`config.mk`:
```
export PLATFORM = sky130hd
export DESIGN_NAME = twme_ctrl
export DESIGN_NICKNAME = d
export VERILOG_FILES = /design/src/twme_pkg.sv /design/src/twme_ctrl.sv
export SDC_FILE = /design/constraint.sdc
export NUM_CORES = 1
export LEC_CHECK = 0
export BUFFER_PORTS_ARGS = -buffer_cell sky130_fd_sc_hd__buf_4
export CAP_MARGIN = 40
export CORE_AREA = 2 2 39 41
export DETAILED_ROUTE_END_ITERATION = 12
export DIE_AREA = 0 0 41 43
export PLACE_DENSITY_LB_ADDON = 0.05
export SLEW_MARGIN = 15
export SYNTH_ARGS = -nofsm -noshare
export SYNTH_HDL_FRONTEND = slang
export SYNTH_SLANG_ARGS = --single-unit
```
`constraint.sdc`:
```
create_clock -name clk -period 1.3 [get_ports clk]
set_input_delay 0.065 -clock clk [delete_from_list [all_inputs] [get_ports clk]]
set_output_delay 0.065 -clock clk [all_outputs]
set_load 0.02 [all_outputs]
```
`src/twme_pkg.sv`:
```
// Shared types and constants for the ternary weight matrix multiply engine.
package twme_pkg;

  localparam int ADDR_W     = 12;
  localparam int ADDR_SPAN  = 4096;
  localparam int CFG_DATA_W = 9;
  localparam int CFG_IDX_W  = 2;
  // row * K + k stays below 16 * 512
  localparam int CUR_W      = 13;
  localparam int LANES      = 4;

  localparam logic [1:0] OP_LOAD_ACT = 2'd0;
  localparam logic [1:0] OP_LOAD_WGT = 2'd1;
  localparam logic [1:0] OP_COMPUTE  = 2'd2;

  localparam logic [CFG_IDX_W-1:0] REG_REDUCTION_LENGTH = 2'd0;
  localparam logic [CFG_IDX_W-1:0] REG_ROW_COUNT        = 2'd1;
  localparam logic [CFG_IDX_W-1:0] REG_COL_COUNT        = 2'd2;

  localparam logic [8:0] RST_REDUCTION_LENGTH = 9'd256;
  localparam logic [4:0] RST_ROW_COUNT        = 5'd16;
  localparam logic [4:0] RST_COL_COUNT        = 5'd16;

  localparam logic [1:0] CODE_MASK = 2'b11;
  localparam logic [1:0] CODE_POS  = 2'b01;
  localparam logic [1:0] CODE_NEG  = 2'b11;

  typedef struct packed {
    logic [1:0]  operation;
    logic [11:0] address;
    logic [7:0]  data;
    logic [3:0]  row;
    logic [3:0]  col;
  } req_t;

  typedef struct packed {
    logic signed [16:0] dot_sum;
    logic [3:0]         out_row;
    logic [3:0]         out_col;
    logic               error;
  } rsp_t;

  typedef struct packed {
    logic accept;
    logic issue;
    logic publish;
  } cmd_t;

  typedef struct packed {
    logic is_compute;
    logic skip;
    logic last;
    logic pipe_empty;
  } sts_t;

endpackage

```
`src/twme_ctrl.sv`:
```
// Controller: runs one compute through issue, drain (or skip) and publish.
module twme_ctrl (
  input  logic              clk,
  input  logic              rst,
  input  logic              req_valid,
  output logic              req_ready,
  output logic              rsp_valid,
  input  logic              rsp_ready,
  input  twme_pkg::sts_t    sts,
  output twme_pkg::cmd_t    cmd
);

  typedef enum logic [1:0] {
    IDLE,
    ISSUE,
    DRAIN,
    FINISH
  } state_t;

  state_t state;

  always_comb begin
    req_ready   = (state == IDLE);
    cmd.accept  = req_valid && req_ready;
    cmd.issue   = (state == ISSUE);
    cmd.publish = (state == FINISH) && (!rsp_valid || rsp_ready);
  end

  always_ff @(posedge clk) begin
    if (rst) begin
      state     <= IDLE;
      rsp_valid <= 1'b0;
    end else begin
      if (cmd.publish) begin
        rsp_valid <= 1'b1;
      end else if (rsp_ready) begin
        rsp_valid <= 1'b0;
      end
      case (state)
        IDLE: begin
          // loads finish in the accept cycle; only a compute leaves idle
          if (cmd.accept && sts.is_compute) begin
            state <= sts.skip ? FINISH : ISSUE;
          end
        end
        ISSUE: begin
          if (sts.last) begin
            state <= DRAIN;
          end
        end
        DRAIN: begin
          if (sts.pipe_empty) begin
            state <= FINISH;
          end
        end
        FINISH: begin
          // hold until the output register is free
          if (cmd.publish) begin
            state <= IDLE;
          end
        end
        default: begin
          state <= IDLE;
        end
      endcase
    end
  end

endmodule

```
==> Word-level counts from Yosys, hierarchy flattened <==
Index checks and enable logic that the tools add are counted.
W data, S select, Z words.
{ "word_totals": {"inputBits": 8, "regBits": 3, "output_inout_bits": 5} }
{ "classes": {"mux": 8, "reduce_logical": 8, "eq_ne": 7} }
{ "ops": {"columns": ["op", "count"], "rows": [
  ["$mux W2", 5],
  ["$pmux W2 S4", 1],
  ["$ne A2 B2 Y1 const B", 3],
  ["$eq A2 B2 Y1 const B", 2],
  ["$reduce_and A4 Y1", 1],
  ["$logic_and A1 B1 Y1", 3],
  ["$eq A2 B1 Y1 const B", 1],
  ["$logic_not A2 Y1", 1],
  ["$mux W1", 2],
  ["$ne A2 B1 Y1 const B", 1],
  ["$reduce_bool A2 Y1", 1],
  ["$logic_not A1 Y1", 1],
  ["$logic_or A1 B1 Y1", 1]
]} }

==> Longest topological paths before layout <==
Gate-level depths: netlist of the first run.
{ "logic_depth": {"word_depth": 5, "mapped_depth": 5, "ltp_nobuf": 5} }

==> Worst setup path after synthesis of the first run <==
No wires, ideal clock.
{ "synth_timing": {"path_kind": "register to register", "start": "register state[0]", "end": "register state[1]", "period_less_slack_ns": 1.489, "t_arrival_ns": 1.368, "t_required_ns": 1.179, "setup_slack_ns": -0.189, "stages_incl_launch_ff": 6, "cell_sequence": "dfxtp_1 > inv_1 > ha_1 > a21bo_1 > o2111ai_2 > mux2_4"} }
{ "synth_via": {"elab_chain_len": 5} }
{ "synth_rtl": {"columns": ["item", "line", "text"], "rows": [
  ["start: declaration", "twme_ctrl.sv:20", "state_t state;"],
  ["start signal: assignment", "twme_ctrl.sv:43", "state <= sts.skip ? FINISH : ISSUE;"],
  ["$logic_not A2 Y1 *", "twme_ctrl.sv:23", "req_ready = (state == IDLE);"],
  ["via req_ready", "twme_ctrl.sv:6", "output logic req_ready,"],
  ["$logic_and A1 B1 Y1", "twme_ctrl.sv:24", "cmd.accept = req_valid && req_ready;"],
  ["$logic_and A1 B1 Y1", "twme_ctrl.sv:42", "if (cmd.accept && sts.is_compute) begin"],
  ["$ne A2 B1 Y1 (no source line)", null, null],
  ["$reduce_and A4 Y1 (no source line)", null, null]
]} }
The timed path passes the listed nets; every way through them passes the cells marked *.
A chain may end at the register's enable or synchronous reset.

==> Worst setup path in the final report of the first run <==
{ "layout_timing": {"start": "register state[1]", "end": "register state[1]"} }
{ "layout_via": {"elab_chain_len": 5} }
{ "layout_rtl": {"columns": ["item", "line"], "rows": [
  ["$logic_not A2 Y1", "twme_ctrl.sv:23, twme_ctrl.sv:39"],
  ["$logic_and A1 B1 Y1", "twme_ctrl.sv:24"],
  ["$logic_and A1 B1 Y1", "twme_ctrl.sv:42"],
  ["$ne A2 B1 Y1 (no source line)", null],
  ["$reduce_and A4 Y1 (no source line)", null]
]} }
Several ways; a longest one is shown, not always the timed one.

==> results of run 1 <==
==> worst max-delay path: stages (launching register included) <==
cell	delay (ns)
dfxtp_4	0.35
inv_4	0.07
ha_4	0.13
a21bo_4	0.22
o2111ai_4	0.08
mux2_4	0.32
==> repair_timing <==
action | CTS | global route
gates cloned | 0 | 0
pin swaps | 0 | 2
endpoints found under the setup margin | 3 | 3
buffers inserted | 1 | 1
resized for setup | 0 | 13
==> area by class of cell <==
cell class,instances,area [sq um],share of cell area
Clock buffer,4,26.3,0.0536
Inverter,3,16.3,0.0332
Multi-Input combinational cell,19,229,0.467
Sequential cell,3,67.6,0.138
Tap cell,16,20.0,0.0408
Timing Repair Buffer,17,131,0.268
==> per-layer routing <==
layer  vias to the layer above  global-route usage  wire length (um)
met5                         -                   0                 0
met1                        95              0.0895               240
li1                        125                   -                 -
met3                         0              0.0628                75
met4                         0              0.0400                 0
met2                        12               0.119               271
==> cell usage in the layout, fill, tap and decap left out, types with 2 or more instances in the layout <==
cell and n:
buf_4 16, clkbuf_4 3, dfxtp_4 2, ha_2 2, ha_4 2, inv_4 2
nor2_1 4, nor2b_1 2
==> power breakdown <==
part           internal [mW]  leakage (nW)  switching (mW)
clock network          0.115        0.0150          0.0469
logic                  0.466         0.174           0.334
registers              0.145        0.0259          0.0560
==> how the worst max path moves through the flow <==
stage                     slack, ns               endpoint
after global routing          -0.03  state[1]$_SDFFE_PP0P_
after global placement        -0.01  state[1]$_SDFFE_PP0P_
after floorplan                0.01  state[1]$_SDFFE_PP0P_
after CTS                     -0.02  state[1]$_SDFFE_PP0P_
final                         0.007  state[1]$_SDFFE_PP0P_
after detailed placement      -0.01  state[1]$_SDFFE_PP0P_
==> stage by stage <==
step	hold slack (ns)	cell area (sq um)
global route	0.0172	490
global placement	0.265	390
detailed placement	0.270	390
CTS	0.0188	424
finish	0.0236	490
floorplan	0.130	258
==> cells by family after synthesis <==
family | count (synthesis) | synth area share
fa+ha+maj | 4 | 0.208
flops | 3 | 0.250
mux | 2 | 0.104
compound gates | 3 | 0.135
buf+inv | 3 | 0.0469
simple gates | 10 | 0.255
==> state kept, by name, summed over array words and instances, names as in the netlist <==
signal and count:
rsp_valid 1, state 2
==> impl_metrics.ini, run 1 <==
[power_and_ir_drop]
p_total_mw = 1.16
p_leak_nw = 0.215
vdd_ir_drop_max_v = 0.000804
p_per_area_mw_per_mm2 = 2370

[logic_synthesis]
synth_area_per_cell_sq_um = 9.61
synth_nets = 37
ys_seq_elements = 3
synth_flop_cell = dfxtp_1
synth_edf_count = 0
yosys-top-cells-area = dfxtp_1 25%, ha_1 21%, mux2_4 6.3%
synthTopCellsByCount = 4 x ha_1, 4 x nor2_1, 3 x dfxtp_1, 3 x inv_1, 2 x nor2b_1
netlist-cell-type-count = 14
ys_seq_area_frac = 0.250
yosys_warnings = 0
ys_async_sr_fraction = 0
yosysTopAreaCell = dfxtp_1
synth_top_area_share = 0.250
synth_cells = 25
syn_area_sq_um = 240

[detailed_routing]
wl_per_cell_um = 9.47
viasPerCell = 3.74
dr.pass1.iters = 1
postRouteAntennaNets = 0
vias = 232
drc_errors = 0
routed_wl_um = 587
drt_iter0_markers = 0

[clock_tree]
cts_tree = built
insertion_delay_ns = 0.23
numClockSinks = 3
cts_hold_buffers = 0
cts_made_buffers = 3
clk_pin_slew_ns = 0.03
cts.path.max_buffers = 2
h-tree-depth = 1
cts-root-buf = clkbuf_4

[grt]
grt_max_degree = 5
gr-total-overflow = 0
grt_pass1_vias = 232
grt_util_all_layers = 0.0842
grt_antenna_before_repair = 0
grt_pass1_wl_um = 952

[worst_hold_path]
holdPathEnd = state[0]$_SDFFE_PP0P_
holdPathStages = 2
min_path_type = input pin to register
hp-start = rst

[floorplan]
start_util = 0.174
fp.dieH_um = 43
die_x_um = 41
ios = 13
std_cell_rows = 14
core_sq_mm = 0.00138
die_area_sq_mm = 0.00176

[timing]
fin_crit_sh = 0.994
finalSetupTns_ns = 0
slew_viol_final = 0
fmax_mhz = 773
setup_ws_ns = 0.00716
post-route-min-period_ns = 1.29
finalHoldViolCount = 0
setup_viol = 0
tightest_slew_ns = 0.212
final.setup_skew_ns = 0.00401
rsz0062_at_grt = true
relSlewSlack = 0.859

[worst_setup_path]
critPathKind = register to register
end_kind = register
critPathLaunch = state[1]$_SDFFE_PP0P_
regToRegStartpoint = state[1]$_SDFFE_PP0P_
reg2reg_slack_ns = 0.007
arrival_ns = 1.41
crit_fanout = 3
reg2reg_to = state[1]$_SDFFE_PP0P_
startpoint_type = register
worst_r2r_path_depth = 5
worstPathRequired_ns = 1.41

[flow_run]
max_cap_violations = 0

[run_status]
status = completed

[finish]
n_fill_cell = 148
diodes = 0
synthToLayoutAreaGrowth_pct = 104
nets = 59
drive_above_1_share = 0.783
post_layout_nonfiller_instances = 62
fin_util = 0.354

[place]
gp_congestion = 0.678
dp_slack_ns = -0.0108
placedCellCount = 56
dp_hpwl_um = 489
port_buffers = 12
No activity file was read; power rests on OpenSTA's default activity.
==> run 2: changes to the inputs <==
--- a/config.mk
+++ b/config.mk
@@ -11,6 +11,7 @@
 export DETAILED_ROUTE_END_ITERATION = 12
 export DIE_AREA = 0 0 41 43
 export PLACE_DENSITY_LB_ADDON = 0.05
+export RECOVER_POWER = 100
 export SLEW_MARGIN = 15
 export SYNTH_ARGS = -nofsm -noshare
 export SYNTH_HDL_FRONTEND = slang
==> constraint.sdc (replaced) <==
create_clock -name clk -period 1.55 [get_ports clk]
set_input_delay 0.0775 -clock clk [delete_from_list [all_inputs] [get_ports clk]]
set_output_delay 0.0775 -clock clk [all_outputs]
set_load 0.02 [all_outputs]
==> run 2 against run 1 <==
Global-route usage down 1.2 points. Largest cell class unchanged. Die area unchanged. Largest power group unchanged. Register-to-register slack better by 0.12 ns.
==> impl_metrics.ini, run 2 (synthesized netlist as in run 1, its figures left out) <==
[clock_tree]
cts_setup_buffers = 0
numClockSinks = 3
cts_made_buffers = 3
cts_tree = built
clk_pin_slew_ns = 0.04
cts-root-buf = clkbuf_4
cts-resized-gates = 0
insertion_delay_ns = 0.23
cts_hold_buffers = 0
h-tree-depth = 1
cts.path.max_buffers = 2

[grt]
grt_antenna_before_repair = 0
grt_max_degree = 5
grt_pass1_vias = 212
grt_pass1_wl_um = 807
gr-total-overflow = 0
grt_util_all_layers = 0.0721

[finish]
synthToLayoutAreaGrowth_pct = 52.6
final_cell_mix = 8 x buf_4, 5 x clkbuf_1, 4 x nor2_1, 4 x ha_1
register_area_sq_um = 60.1
post_layout_nonfiller_instances = 58
diodes = 0
top_register = state
fin_area_sq_um = 367
reg_top3 = state: 2 flops, rsp_valid: 1 flops
drive_above_1_share = 0.381
nets = 55
largest_reg_flops = 2
fin_util = 0.265
mostFrequentLayoutCell = buf_4
n_fill_cell = 154
multiInputGateArea_sq_um = 169

[detailed_routing]
dr.pass1.iters = 4
routed_wl_um = 544
viasPerCell = 3.90
postRouteAntennaNets = 0
drc_errors = 0
drt_iter0_markers = 6
vias = 226
wl_per_cell_um = 9.38

[timing]
finalHoldWorstSlack_ns = 0.0406
fin_crit_sh = 0.920
slew_viol_final = 0
finalSetupTns_ns = 0
final.setup_skew_ns = 0.000722
fmax_mhz = 702
setup_ws_ns = 0.125
setup_viol = 0
finalHoldViolCount = 0
rsz0062_at_grt = false
relSlewSlack = 0.831
post-route-min-period_ns = 1.43
tightest_slew_ns = 0.255

[floorplan]
fp.dieH_um = 43
ios = 13
std_cell_rows = 14
die_area_sq_mm = 0.00176
die_x_um = 41
core_sq_mm = 0.00138
start_util = 0.174

[worst_setup_path]
reg2reg_slack_ns = 0.12
crit_slowest_cell = dfxtp_1
crit_fanout = 4
reg2reg_to = state[1]$_SDFFE_PP0P_
end_kind = primary output
regToRegStartpoint = state[0]$_SDFFE_PP0P_
crit_buf_inv = 3
arrival_ns = 1.35
critical-path-top-delay-family = buffers and inverters
startpoint_type = register
critPathKind = register to primary output
crit_chain = inv_1 > ha_1 > clkbuf_1 > and2_2 > clkbuf_2
worstPathRequired_ns = 1.47
slowest_delay_ns = 0.35
worst_r2r_path_depth = 5

[place]
dp_slack_ns = 0.109
dpl_cell_area_sq_um = 358
dp_hpwl_um = 475
port_buffers = 12
placedCellCount = 54
gp_congestion = 0.698

[worst_hold_path]
min_path_type = input pin to register
hp-start = rst
holdPathStages = 2
holdPathEnd = rsp_valid$_SDFFE_PP0P_

[power_and_ir_drop]
vdd_ir_drop_max_v = 0.000634
p_total_mw = 0.685
p_per_area_mw_per_mm2 = 1870
p_leak_nw = 0.175

[flow_run]
max_cap_violations = 0

[run_status]
status = completed
==> run 2: worst max path at each step <==
stage                                startpoint                     to  slack (ns)  cells after the start
after detailed placement  state[0]$_SDFFE_PP0P_  state[1]$_SDFFE_PP0P_        0.11                      5
after global routing      state[1]$_SDFFE_PP0P_  state[1]$_SDFFE_PP0P_        0.03                      6
after floorplan           state[0]$_SDFFE_PP0P_  state[1]$_SDFFE_PP0P_        0.06                      5
after global placement    state[1]$_SDFFE_PP0P_  state[1]$_SDFFE_PP0P_        0.13                      5
after CTS                 state[0]$_SDFFE_PP0P_  state[1]$_SDFFE_PP0P_        0.10                      5
final                     state[0]$_SDFFE_PP0P_                 cmd[2]        0.12                      5
==> run 2: where the power goes <==
group          internal [mW]  switching (mW)
Combinational          0.204           0.218
Clock                 0.0963          0.0382
Sequential             0.106          0.0224
Total                  0.407           0.278
==> run 2: area by class of cell <==
| class | count | area share |
|---|---|---|
| inverters | 3 | 0.0307 |
| clock buffers | 4 | 0.0717 |
| well taps | 16 | 0.0546 |
| multi-input cells | 19 | 0.461 |
| flip-flops and latches | 3 | 0.164 |
| repair buffers | 13 | 0.218 |
==> run 2: per-layer routing <==
metal / GRT usage / up-vias / part of all wire / wire [um]
li1: - / 120 / - / -
met1: 0.0895 / 99 / 0.47 / 255
met2: 0.0906 / 7 / 0.45 / 246
met3: 0.0314 / 0 / 0.077 / 42
met4: 0.0600 / 0 / 0 / 0
met5: 0 / - / 0 / 0
